--- config.mk ---
export PLATFORM = sky130hd
export DESIGN_NAME = platform_interrupt_controller
export DESIGN_NICKNAME = d
export VERILOG_FILES = /design/src/rtl/pic_pkg.sv /design/src/rtl/pic_ram.sv /design/src/rtl/platform_interrupt_controller.sv
export SDC_FILE = /design/constraint.sdc
export NUM_CORES = 2
export LEC_CHECK = 0
export ABC_CLOCK_PERIOD_IN_PS = 4800
export BUFFER_PORTS_ARGS = -buffer_cell sky130_fd_sc_hd__buf_2
export CORE_MARGIN = 5
export CORE_UTILIZATION = 59
export CTS_BUF_LIST = sky130_fd_sc_hd__clkbuf_8
export CTS_CLUSTER_DIAMETER = 80
export DETAILED_ROUTE_END_ITERATION = 10
export PLACE_DENSITY = 0.75
export SYNTH_ARGS = -nofsm -noshare
export SYNTH_HDL_FRONTEND = slang
export SYNTH_SLANG_ARGS = --single-unit
--- constraint.sdc ---
create_clock -name aclk -period 4.8 [get_ports aclk]
set_input_delay 0.96 -clock aclk [delete_from_list [all_inputs] [get_ports aclk]]
set_output_delay 0.96 -clock aclk [all_outputs]
set_load 0.02 [all_outputs]
--- src/rtl/pic_pkg.sv ---
// ----------------------------------------------------------------------------
// pic_pkg
// Shared sizes, register map offsets and codes of the interrupt controller.
// ----------------------------------------------------------------------------
`timescale 1ns / 1ps

package pic_pkg;

    localparam int NUM_SOURCES   = 96;
    localparam int PRIORITY_BITS = 7;
    localparam int ID_BITS       = $clog2(NUM_SOURCES);
    localparam int WORD_COUNT    = (NUM_SOURCES + 31) / 32;
    localparam int WORD_BITS     = (WORD_COUNT > 1) ? $clog2(WORD_COUNT) : 1;

    localparam logic [21:0] PENDING_BASE = 22'h001000;
    localparam logic [21:0] ENABLE_BASE  = 22'h002000;
    localparam logic [21:0] CONTEXT_BASE = 22'h200000;
    localparam logic [21:0] CLAIM_ADDR   = 22'h200004;
    localparam logic [21:0] WORDS_SPAN   = 22'(4 * WORD_COUNT);

    typedef enum logic [1:0] {
        KIND_READ  = 2'd0,
        KIND_WRITE = 2'd1,
        KIND_LEVEL = 2'd2,
        KIND_NONE  = 2'd3
    } kind_t;

    typedef enum logic [5:0] {
        ST_IDLE   = 6'b000001,
        ST_PRE    = 6'b000010,
        ST_EXEC   = 6'b000100,
        ST_RDWAIT = 6'b001000,
        ST_POST   = 6'b010000,
        ST_DONE   = 6'b100000
    } state_t;

endpackage

--- src/rtl/pic_ram.sv ---
// ----------------------------------------------------------------------------
// pic_ram
// Generic simple dual-port RAM with one write port and a registered read.
// ----------------------------------------------------------------------------
`timescale 1ns / 1ps

module pic_ram #(
    parameter int WIDTH = 8,
    parameter int DEPTH = 16
) (
    input  logic                     aclk,
    input  logic                     we,
    input  logic [$clog2(DEPTH)-1:0] waddr,
    input  logic [WIDTH-1:0]         wdata,
    input  logic [$clog2(DEPTH)-1:0] raddr,
    output logic [WIDTH-1:0]         rdata
);

    logic [WIDTH-1:0] mem [DEPTH];

    always_ff @(posedge aclk) begin
        if (we) begin
            mem[waddr] <= wdata;
        end
        rdata <= mem[raddr];
    end

endmodule

--- src/rtl/platform_interrupt_controller.sv ---
// ----------------------------------------------------------------------------
// platform_interrupt_controller
// Single-context platform interrupt controller; priorities live in a RAM.
// Each beat passes EXEC, a scan of the priority RAM over all sources (POST)
// and DONE before its result is registered; a priority read adds RDWAIT after
// EXEC, and a claim read also scans the RAM (PRE) before EXEC.
// One beat is in flight at a time; the next is taken once the result is registered.
// Synchronous active-low reset clears the state, the source bit vectors and the
// threshold; priority entries read as zero until first written.
// ----------------------------------------------------------------------------
`timescale 1ns / 1ps

module platform_interrupt_controller
    import pic_pkg::*;
(
    input  logic        aclk,
    input  logic        aresetn,
    input  logic        s_tvalid,
    output logic        s_tready,
    // bus_address[21:0], write_data[53:22], line_number[60:54], line_level[61]
    input  logic [63:0] s_tdata,
    // kind[1:0]
    input  logic [1:0]  s_tuser,
    output logic        m_tvalid,
    input  logic        m_tready,
    // read_data[31:0], irq_request[32]
    output logic [39:0] m_tdata
);

    state_t state_reg, state_next;

    logic [1:0]  kind_reg;
    logic [21:0] addr_reg;
    logic [31:0] data_reg;
    logic [6:0]  line_reg;
    logic        level_reg;

    logic [NUM_SOURCES-1:0] pend_reg, pend_next;
    logic [NUM_SOURCES-1:0] en_reg, en_next;
    logic [NUM_SOURCES-1:0] isv_reg, isv_next;
    logic [NUM_SOURCES-1:0] lvl_reg, lvl_next;
    logic [NUM_SOURCES-1:0] pvld_reg, pvld_next;
    logic [PRIORITY_BITS-1:0] thr_reg, thr_next;

    logic [ID_BITS:0]         scan_idx_reg, scan_idx_next;
    logic                     cmp_valid_reg, cmp_valid_next;
    logic [ID_BITS-1:0]       cmp_id_reg, cmp_id_next;
    logic [ID_BITS-1:0]       best_id_reg, best_id_next;
    logic [PRIORITY_BITS-1:0] best_prio_reg, best_prio_next;

    logic [31:0] rd_reg, rd_next;
    logic        out_valid_reg, out_valid_next;
    logic [31:0] out_rd_reg, out_rd_next;
    logic        out_irq_reg, out_irq_next;

    logic                     ram_we;
    logic [ID_BITS-1:0]       ram_waddr, ram_raddr;
    logic [PRIORITY_BITS-1:0] ram_wdata, ram_rdata;

    pic_ram #(
        .WIDTH (PRIORITY_BITS),
        .DEPTH (NUM_SOURCES)
    ) u_prio_ram (
        .aclk  (aclk),
        .we    (ram_we),
        .waddr (ram_waddr),
        .wdata (ram_wdata),
        .raddr (ram_raddr),
        .rdata (ram_rdata)
    );

    // Address decode of the held beat.
    logic [21:0]               addr_w;
    logic                      in_prio, prio_id_ok, in_pend, in_en;
    logic [ID_BITS-1:0]        prio_id;
    logic [WORD_BITS-1:0]      pend_w, en_w;
    logic [WORD_COUNT*32-1:0]  pend_pad, en_pad;
    logic [21:0]               pend_off, en_off;
    logic                      line_ok, cpl_ok;
    logic [ID_BITS-1:0]        line_id, cpl_id;
    logic                      scan_last;
    logic [PRIORITY_BITS-1:0]  cmp_prio;
    logic                      cand;

    assign addr_w     = {addr_reg[21:2], 2'b00};
    assign in_prio    = addr_w < PENDING_BASE;
    assign prio_id_ok = (addr_w[21:2] != 20'd0) && (32'(addr_w[21:2]) < NUM_SOURCES);
    assign prio_id    = ID_BITS'(addr_w[21:2]);
    assign pend_off   = addr_w - PENDING_BASE;
    assign en_off     = addr_w - ENABLE_BASE;
    assign in_pend    = (addr_w >= PENDING_BASE) && (addr_w < PENDING_BASE + WORDS_SPAN);
    assign in_en      = (addr_w >= ENABLE_BASE) && (addr_w < ENABLE_BASE + WORDS_SPAN);
    assign pend_w     = WORD_BITS'(pend_off[21:2]);
    assign en_w       = WORD_BITS'(en_off[21:2]);
    assign pend_pad   = (WORD_COUNT*32)'(pend_reg);
    assign en_pad     = (WORD_COUNT*32)'(en_reg);
    assign line_ok    = (line_reg != 7'd0) && (32'(line_reg) < NUM_SOURCES);
    assign line_id    = ID_BITS'(line_reg);
    assign cpl_id     = ID_BITS'(data_reg);
    assign cpl_ok     = (data_reg != 32'd0) && (data_reg < 32'(NUM_SOURCES))
                        && en_reg[cpl_id] && isv_reg[cpl_id];

    assign scan_last  = cmp_valid_reg && (32'(cmp_id_reg) == NUM_SOURCES - 1);
    assign cmp_prio   = pvld_reg[cmp_id_reg] ? ram_rdata : '0;
    assign cand       = cmp_valid_reg && pend_reg[cmp_id_reg] && en_reg[cmp_id_reg]
                        && (cmp_prio > thr_reg) && (cmp_prio > best_prio_reg);

    assign s_tready = (state_reg == ST_IDLE);
    assign m_tvalid = out_valid_reg;
    assign m_tdata  = {7'd0, out_irq_reg, out_rd_reg};

    always_comb begin
        state_next     = state_reg;
        pend_next      = pend_reg;
        en_next        = en_reg;
        isv_next       = isv_reg;
        lvl_next       = lvl_reg;
        pvld_next      = pvld_reg;
        thr_next       = thr_reg;
        scan_idx_next  = scan_idx_reg;
        cmp_valid_next = 1'b0;
        cmp_id_next    = cmp_id_reg;
        best_id_next   = best_id_reg;
        best_prio_next = best_prio_reg;
        rd_next        = rd_reg;
        out_valid_next = out_valid_reg;
        out_rd_next    = out_rd_reg;
        out_irq_next   = out_irq_reg;
        ram_we         = 1'b0;
        ram_waddr      = prio_id;
        ram_wdata      = data_reg[PRIORITY_BITS-1:0];
        ram_raddr      = scan_idx_reg[ID_BITS-1:0];

        if (out_valid_reg && m_tready) begin
            out_valid_next = 1'b0;
        end

        case (state_reg)
            ST_IDLE: begin
                scan_idx_next  = (ID_BITS+1)'(1);
                best_id_next   = '0;
                best_prio_next = '0;
                rd_next        = '0;
                if (s_tvalid) begin
                    if (s_tuser == KIND_READ
                        && {s_tdata[21:2], 2'b00} == CLAIM_ADDR) begin
                        state_next = ST_PRE;
                    end else begin
                        state_next = ST_EXEC;
                    end
                end
            end
            ST_PRE, ST_POST: begin
                if (32'(scan_idx_reg) < NUM_SOURCES) begin
                    cmp_valid_next = 1'b1;
                    cmp_id_next    = scan_idx_reg[ID_BITS-1:0];
                    scan_idx_next  = scan_idx_reg + 1'b1;
                end
                if (cand) begin
                    best_id_next   = cmp_id_reg;
                    best_prio_next = cmp_prio;
                end
                if (scan_last) begin
                    state_next = (state_reg == ST_PRE) ? ST_EXEC : ST_DONE;
                end
            end
            ST_EXEC: begin
                scan_idx_next = (ID_BITS+1)'(1);
                state_next    = ST_POST;
                case (kind_reg)
                    KIND_READ: begin
                        if (in_prio) begin
                            if (prio_id_ok) begin
                                ram_raddr  = prio_id;
                                state_next = ST_RDWAIT;
                            end
                        end else if (in_pend) begin
                            rd_next = pend_pad[32*pend_w +: 32];
                        end else if (in_en) begin
                            rd_next = en_pad[32*en_w +: 32];
                        end else if (addr_w == CONTEXT_BASE) begin
                            rd_next = 32'(thr_reg);
                        end else if (addr_w == CLAIM_ADDR) begin
                            rd_next = 32'(best_id_reg);
                            if (best_id_reg != '0) begin
                                pend_next[best_id_reg] = 1'b0;
                                isv_next[best_id_reg]  = 1'b1;
                            end
                        end
                    end
                    KIND_WRITE: begin
                        if (in_prio) begin
                            if (prio_id_ok) begin
                                ram_we             = 1'b1;
                                pvld_next[prio_id] = 1'b1;
                            end
                        end else if (in_en) begin
                            for (int i = 1; i < NUM_SOURCES; i++) begin
                                if (32'(en_w) == i / 32) begin
                                    en_next[i] = data_reg[i % 32];
                                end
                            end
                        end else if (addr_w == CONTEXT_BASE) begin
                            thr_next = data_reg[PRIORITY_BITS-1:0];
                        end else if (addr_w == CLAIM_ADDR) begin
                            if (cpl_ok) begin
                                isv_next[cpl_id] = 1'b0;
                                if (lvl_reg[cpl_id]) begin
                                    pend_next[cpl_id] = 1'b1;
                                end
                            end
                        end
                    end
                    KIND_LEVEL: begin
                        if (line_ok) begin
                            lvl_next[line_id] = level_reg;
                            if (level_reg && !isv_reg[line_id]) begin
                                pend_next[line_id] = 1'b1;
                            end
                        end
                    end
                    default: begin
                    end
                endcase
                best_id_next   = '0;
                best_prio_next = '0;
            end
            ST_RDWAIT: begin
                rd_next    = 32'(pvld_reg[prio_id] ? ram_rdata : '0);
                state_next = ST_POST;
            end
            ST_DONE: begin
                // The output register may still hold the previous result.
                if (!out_valid_reg || m_tready) begin
                    out_valid_next = 1'b1;
                    out_rd_next    = rd_reg;
                    out_irq_next   = (best_id_reg != '0);
                    state_next     = ST_IDLE;
                end
            end
            default: begin
                state_next = ST_IDLE;
            end
        endcase
    end

    always_ff @(posedge aclk) begin
        if (!aresetn) begin
            state_reg     <= ST_IDLE;
            pend_reg      <= '0;
            en_reg        <= '0;
            isv_reg       <= '0;
            lvl_reg       <= '0;
            pvld_reg      <= '0;
            thr_reg       <= '0;
            cmp_valid_reg <= 1'b0;
            out_valid_reg <= 1'b0;
        end else begin
            state_reg     <= state_next;
            pend_reg      <= pend_next;
            en_reg        <= en_next;
            isv_reg       <= isv_next;
            lvl_reg       <= lvl_next;
            pvld_reg      <= pvld_next;
            thr_reg       <= thr_next;
            cmp_valid_reg <= cmp_valid_next;
            out_valid_reg <= out_valid_next;
        end
    end

    always_ff @(posedge aclk) begin
        if (s_tvalid && s_tready) begin
            kind_reg  <= s_tuser;
            addr_reg  <= s_tdata[21:0];
            data_reg  <= s_tdata[53:22];
            line_reg  <= s_tdata[60:54];
            level_reg <= s_tdata[61];
        end
        scan_idx_reg  <= scan_idx_next;
        cmp_id_reg    <= cmp_id_next;
        best_id_reg   <= best_id_next;
        best_prio_reg <= best_prio_next;
        rd_reg        <= rd_next;
        out_rd_reg    <= out_rd_next;
        out_irq_reg   <= out_irq_next;
    end

endmodule

==> Word level (Yosys, flattened, before mapping) <==
Memory sizes are Yosys's and may differ from the RTL's. A register that Yosys moved wholly into a read port is not among the register bits.
Index checks and enable logic that the tools add are counted.
{ "totals": {"regBits": 652, "mem_count": 1, "output_inout_bits": 42, "in_bits": 70, "ram_bits": 672, "wordCells": 236} }
{ "classes": {"reduce_logical": 51, "shift": 2, "n_bitwise": 10, "n_mux": 90, "addsub": 3, "n_eq_ne": 36, "magnitude_cmp": 20} }
{ "mem_list": {"columns": ["name", "words", "word_bits", "read_ports", "rd_clocked_by_memory_dff", "wr", "line_no", "source"], "rows": [
  ["u_prio_ram.mem", 96, 7, 1, 1, 1, "pic_ram.sv:19", "logic [WIDTH-1:0] mem [DEPTH];"]
]} }
{ "ops": {"columns": ["operator", "n"], "rows": [
  ["two-way mux 96 bit", 25],
  ["OR 96 bit", 4],
  ["case mux 96 bit (3 select lines)", 1],
  ["bitwise AND 96 bit", 2],
  ["two-way mux 32 bit", 6],
  ["NOT 96 bit", 2],
  ["case mux 96 bit (2 select lines)", 1],
  ["variable part select 96 x 8 -> 32 bit", 2],
  ["bitwise mux 96 bit", 1],
  ["case mux 32 bit (3 select lines)", 1],
  ["== test 20 bit (second input constant)", 3],
  ["binary-select mux 1 bit (select 7 bit)", 8],
  ["two-way mux 7 bit", 8],
  ["less-than comparator 22 x 13 -> 1 bit (second input constant)", 2],
  ["less-than comparator 7 x 8 -> 1 bit (second input constant)", 5],
  ["!= test 2 bit (second input constant)", 20],
  ["less-than comparator 32 x 7 -> 1 bit (second input constant)", 1],
  ["nonzero test 32 bit", 1],
  ["case mux 6 bit (5 select lines)", 1],
  ["demux 1 bit (select 7 bit)", 4],
  [">= comparator 7 x 1 -> 1 bit (second input constant)", 4],
  ["case mux 7 bit (2 select lines)", 2],
  ["two-way mux 6 bit", 4],
  [">= comparator 22 x 13 -> 1 bit (second input constant)", 1],
  ["40 further kinds", 103]
]} }

==> Depth between registers and ports, before layout <==
{ "depth": {"depth_word": 13, "ltp_mapped": 18, "depth_no_buf": 16} }

==> Cells and area by module <==
Synthesis repeated with hierarchy kept, for this count alone.
{ "hier_totals": {"hier_cells": 5130, "area_unflattened_um2": 59973.8} }
{ "modules_own_cells": {"columns": ["module", "seq_area_each_um2", "area_per_inst_um2", "n_inst", "cells_each"], "rows": [
  ["platform_interrupt_controller", 14574.0, 33671.0, 1, 3899],
  ["pic_ram", 20319.5, 26302.7, 1, 1231]
]} }

==> Least setup slack after synthesis <==
OpenSTA, ideal clock, no wires.
{ "synth_path": {"kind": "register to register", "from": "register cmp_id_reg[0]", "to": "register best_id_reg[0], enable pin", "stages_incl_launch_ff": 17, "required_ns": 4.443, "synth_period_minus_slack_ns": 4.657, "n_path_buf": 1, "setup_ns": 0.357, "slack_ns": 0.143, "t_arrival_ns": 4.300, "path_cell_list": "edfxtp_1 clkbuf_1 mux4_2 mux4_2 mux4_2 mux2i_1 nor2b_1 ha_1 nor2b_1 o21a_1 o21a_1 o21a_1 o21ai_0 nand2b_1 a21oi_1 nor4_1 a21o_1"} }
{ "synth_between": {"elab_chain_cells": 8, "elab_cells_between_ends": 15, "cone_classes": "2 x order compare; 1 x eq/ne; 7 x mux; 5 x reduce/logical"} }
{ "synth_rtl": {"columns": ["element", "line_no", "source"], "rows": [
  ["from (decl)", "platform_interrupt_controller.sv:47", "logic [ID_BITS-1:0] cmp_id_reg, cmp_id_next;"],
  ["from (signal assigned)", "platform_interrupt_controller.sv:280", "cmp_id_reg <= cmp_id_next;"],
  ["binary-select mux 1 bit (select 7 bit) (*)", "platform_interrupt_controller.sv:104", "assign cmp_prio = pvld_reg[cmp_id_reg] ? ram_rdata : '0;"],
  ["two-way mux 1 bit (not written as such) (*)", "platform_interrupt_controller.sv:104", null],
  ["two-way mux 7 bit (*)", "platform_interrupt_controller.sv:104", null],
  ["via cmp_prio[1]", "platform_interrupt_controller.sv:82", "logic [PRIORITY_BITS-1:0] cmp_prio;"],
  ["greater-than comparator 7 bit", "platform_interrupt_controller.sv:106", "&& (cmp_prio > thr_reg) && (cmp_prio > best_prio_reg);"],
  ["logical AND 1 bit", "platform_interrupt_controller.sv:106", null],
  ["logical AND 1 bit (*)", "platform_interrupt_controller.sv:106", null],
  ["!= test 2 bit (no line) (*)", null, null],
  ["AND reduction 2 bit (no line) (*)", null, null],
  ["to (signal assigned)", "platform_interrupt_controller.sv:281", "best_id_reg <= best_id_next;"],
  ["to (decl)", "platform_interrupt_controller.sv:48", "logic [ID_BITS-1:0] best_id_reg, best_id_next;"]
]} }
The timed path passes the listed nets; every way through them passes the cells marked *. The select of a mux whose other input is x is not followed.
A chain may end at the register's enable or synchronous reset.

==> Final worst setup path <==
{ "layout_path": {"from": "register cmp_id_reg[0]", "to": "register best_prio_reg[4], enable pin"} }
{ "layout_between": {"elab_chain_cells": 8, "elab_cells_between_ends": 15, "cone_classes": "2 x order compare; 1 x eq/ne; 7 x mux; 5 x reduce/logical"} }
{ "layout_rtl": {"columns": ["element", "line_no", "source"], "rows": [
  ["binary-select mux 1 bit (select 7 bit) (*)", "platform_interrupt_controller.sv:104", null],
  ["two-way mux 1 bit (not written as such) (*)", "platform_interrupt_controller.sv:104", null],
  ["two-way mux 7 bit (*)", "platform_interrupt_controller.sv:104", null],
  ["via cmp_prio[1]", "platform_interrupt_controller.sv:82", null],
  ["greater-than comparator 7 bit", "platform_interrupt_controller.sv:106", null],
  ["logical AND 1 bit", "platform_interrupt_controller.sv:106", null],
  ["logical AND 1 bit (*)", "platform_interrupt_controller.sv:106", null],
  ["!= test 2 bit (no line) (*)", null, null],
  ["AND reduction 2 bit (no line) (*)", null, null],
  ["to (signal assigned)", "platform_interrupt_controller.sv:282", "best_prio_reg <= best_prio_next;"],
  ["to (decl)", "platform_interrupt_controller.sv:49", "logic [PRIORITY_BITS-1:0] best_prio_reg, best_prio_next;"]
]} }
Marks and branches as above.

==> results.cfg <==
[cells_and_area]
final_cell_mix = nand2_1, edfxtp_1, dfxtp_1
drive_above_1_share = 0.158
largest_reg_flops = 672
syn2layout_area_growth_pct = 11.4
fin_area_um2 = 68000
final_util = 0.659
final_common_cell = nand2_1
top_register = u_prio_ram.mem
nets = 5873

[worst_setup_path]
r2r_end = best_prio_reg[4]$_SDFFCE_PP0P_
worstSetupPathType = reg -> reg
path_common_cell = o21a_1
crit_path_top_delay_cell = mux4_2
arrival_ns = 5.35
cp.required_ns = 5.41
crit_fanout = 7
cpPeakStageDelay_ns = 0.52
end_kind = register
rrSetupSlack_ns = 0.06
crit_path_start_kind = register
crit_family = multiplexers
critPathBufInv = 4
rr_worst_depth = 20
r2r-start = cmp_id_reg[0]$_DFFE_PP_
crit_chain = buf_12 -> bufbuf_16 -> mux4_2 -> mux4_2 -> mux2i_4 -> nor2_1 -> mux2i_4 -> nor2b_2 -> ha_1 -> nor2b_1 -> o21a_1 -> o21a_1 -> o21a_1 -> o21ai_1 -> nand2b_1 -> a21oi_2 -> nor4_2 -> buf_4 -> a21o_1 -> buf_6

[clock_network]
clock-sinks = 1329
worstSkewPairLatency_ns = 0.93
clkSlewWorstSetupHoldPaths_ns = 0.07
cts_buffers = 207
postCtsHoldBufs = 0
clk_path_buf_depth = 3
h-tree-depth = 4
cts_tree = yes
clockRootBuffer = clkbuf_8

[synth]
ys.flop_type = edfxtp_1
netlist.area_leader.share = 0.407
syn-cell-area_um2 = 61100
synth.area.top_cells = edfxtp_1, dfxtp_1, nand2_1, mux4_2, mux2i_1
syn_avg_cell_area_um2 = 10.8
synth-seq-cells = 1329
synth_edf_count = 828
synth_cell_types = 102
yosysSeqAreaShare = 0.571
ys_async_sr_fraction = 0
syn_inst = 5646
yosys_warnings = 0
synth_top_cell_by_area = edfxtp_1

[power]
power.density_nw_per_um2 = 482
power_frac_seq = 0.420
peakVddDrop_v = 0.000342
leakagePower_nw = 22.7
switching_power_mw = 12.4
combPwrFrac = 0.298
clkPwrFrac = 0.282
internal-power_mw = 20.4
swShare = 0.377

[sta]
layout_min_cycle_time_ns = 4.74
final.period_utilization = 0.988
slew_viol_final = 0
slew_headroom = 0.0557
grt_setup_unrepaired = yes
skew_ns = 0.0412
hold_viol_final = 0
setup_viol = 0
fmax_mhz = 211
worst_pin_slew_ns = 1.41

[floorplanning]
rows = 118
die_h_um = 332
die_w_um = 332
die_area_um2 = 110000
initial_core_util = 0.592
io_pins = 112
coreArea_um2 = 103000

[drt]
routed_via_density = 7.03
wl_per_cell_um = 30.5
wirelength_um = 225000
ant_nets = 0
drc = 1
routed-via-count = 51699
dr.pass1.iters = 11
first_iter_violations = 9555

[grt]
grt_pass1_vias = 47712
grt_overflow_total = 0
track_usage = 0.390
grt_first_pass_wirelength_um = 321000
antenna_found_initial = 8
grt_start_max_net_pins = 214

[worst_hold_path]
hold_start = s_tdata[55]
worstHoldPathType = in -> reg
min_path_cells = 1
worstHoldEndpoint = line_id[1]$_DFFE_PP_

[placement]
placed_cell_area_um2 = 63800
gp_routability_congestion = 1.06
buffer_ports.inserted = 100
place_hpwl_um = 150000

[run_status]
violations = design-rule violations
status = finished with violations

[run]
cap_viol_max_count = 0
[metrics by stage]
stage | std cells | worst slack [ns] | total power, mW | hold WS, ns | TNS, ns
final | 7357 | 0.0559 | 32.8 | 0.235 | 0
after global routing | 7350 | -0.0609 | 33.6 | 0.181 | -0.587
after CTS | 7346 | 0.0194 | 32.2 | 0.153 | 0
after detailed placement | 6953 | -0.266 | 23.2 | 0.405 | -3.70
after global placement | 6953 | -0.322 | 23.0 | 0.405 | -4.50
after floorplan | 5659 | 0.143 | 19.0 | 0.400 | 0
[worst max-delay path by stage]
stage	start	endpoint	slack, ns	cells after the start
finish	cmp_id_reg[0]$_DFFE_PP_	best_prio_reg[4]$_SDFFCE_PP0P_	0.06	20
global route	cmp_id_reg[0]$_DFFE_PP_	best_prio_reg[4]$_SDFFCE_PP0P_	-0.06	19
CTS	cmp_id_reg[0]$_DFFE_PP_	best_prio_reg[4]$_SDFFCE_PP0P_	0.02	22
detailed placement	cmp_id_reg[0]$_DFFE_PP_	best_prio_reg[5]$_SDFFCE_PP0P_	-0.27	21
global placement	cmp_id_reg[0]$_DFFE_PP_	best_prio_reg[6]$_SDFFCE_PP0P_	-0.32	21
floorplan	cmp_id_reg[0]$_DFFE_PP_	best_id_reg[0]$_SDFFCE_PP0P_	0.14	16
[repair_timing]
item	4_1_cts	5_1_grt
cloned	1	2
buffers inserted	1	1
setup endpoints to repair	14	15
resized for setup	8	6
pin swaps	0	2
[routing by layer]
layer	up-vias	global-route usage	wire, µm
li1	21602	-	-
met1	24952	0.548	84200
met2	4362	0.538	91600
met3	775	0.157	37800
met4	8	0.165	10900
met5	-	0	49
[cells by family (layout without fill, tap and decap cells)]
logic type | Yosys count | after routing | synth area share
simple gates | 1912 | 1913 | 0.141
mux | 341 | 341 | 0.0768
fa+ha+maj | 18 | 18 | 0.00369
xor+xnor | 8 | 8 | 0.00115
flops | 1329 | 1329 | 0.571
compound gates | 1539 | 1539 | 0.169
buf+inv | 498 | 805 | 0.0370
other cells | 1 | 24 | 0.0000614
[power by group through the flow]
stage          clock [mW]  combinational (mW)  sequential, mW
6_report             9.27                9.77            13.8
2_1_floorplan           0                5.28            13.7
4_1_cts              9.27                9.23            13.7
5_1_grt              9.84                9.98            13.8
3_5_place_dp            0                9.19            14.0
3_3_place_gp            0                9.09            14.0
[layout make-up]
type	count	area, µm²
Antenna cell	10	25.0
Clock buffer	241	3320
Timing Repair Buffer	377	2950
Multi-Input combinational cell	3833	24300
Sequential cell	1329	34900
Fill cell	7970	35200
Clock inverter	150	723
Inverter	37	144
Tap cell	1380	1730
[synthesized netlist by cell type, types with 86 or more instances]
cell type  count
mux2i_1      191
dfxtp_1      501
a21oi_1      292
o211ai_1     122
edfxtp_1     828
nand2_1      848
a211oi_1     157
clkbuf_1     296
nor2_1       412
buf_2         86
mux4_2        97
a31oi_1      139
nor3_1       148
nand3_1      136
and3_1       127
o21ai_0      327
(Power assumes the default switching activity.)
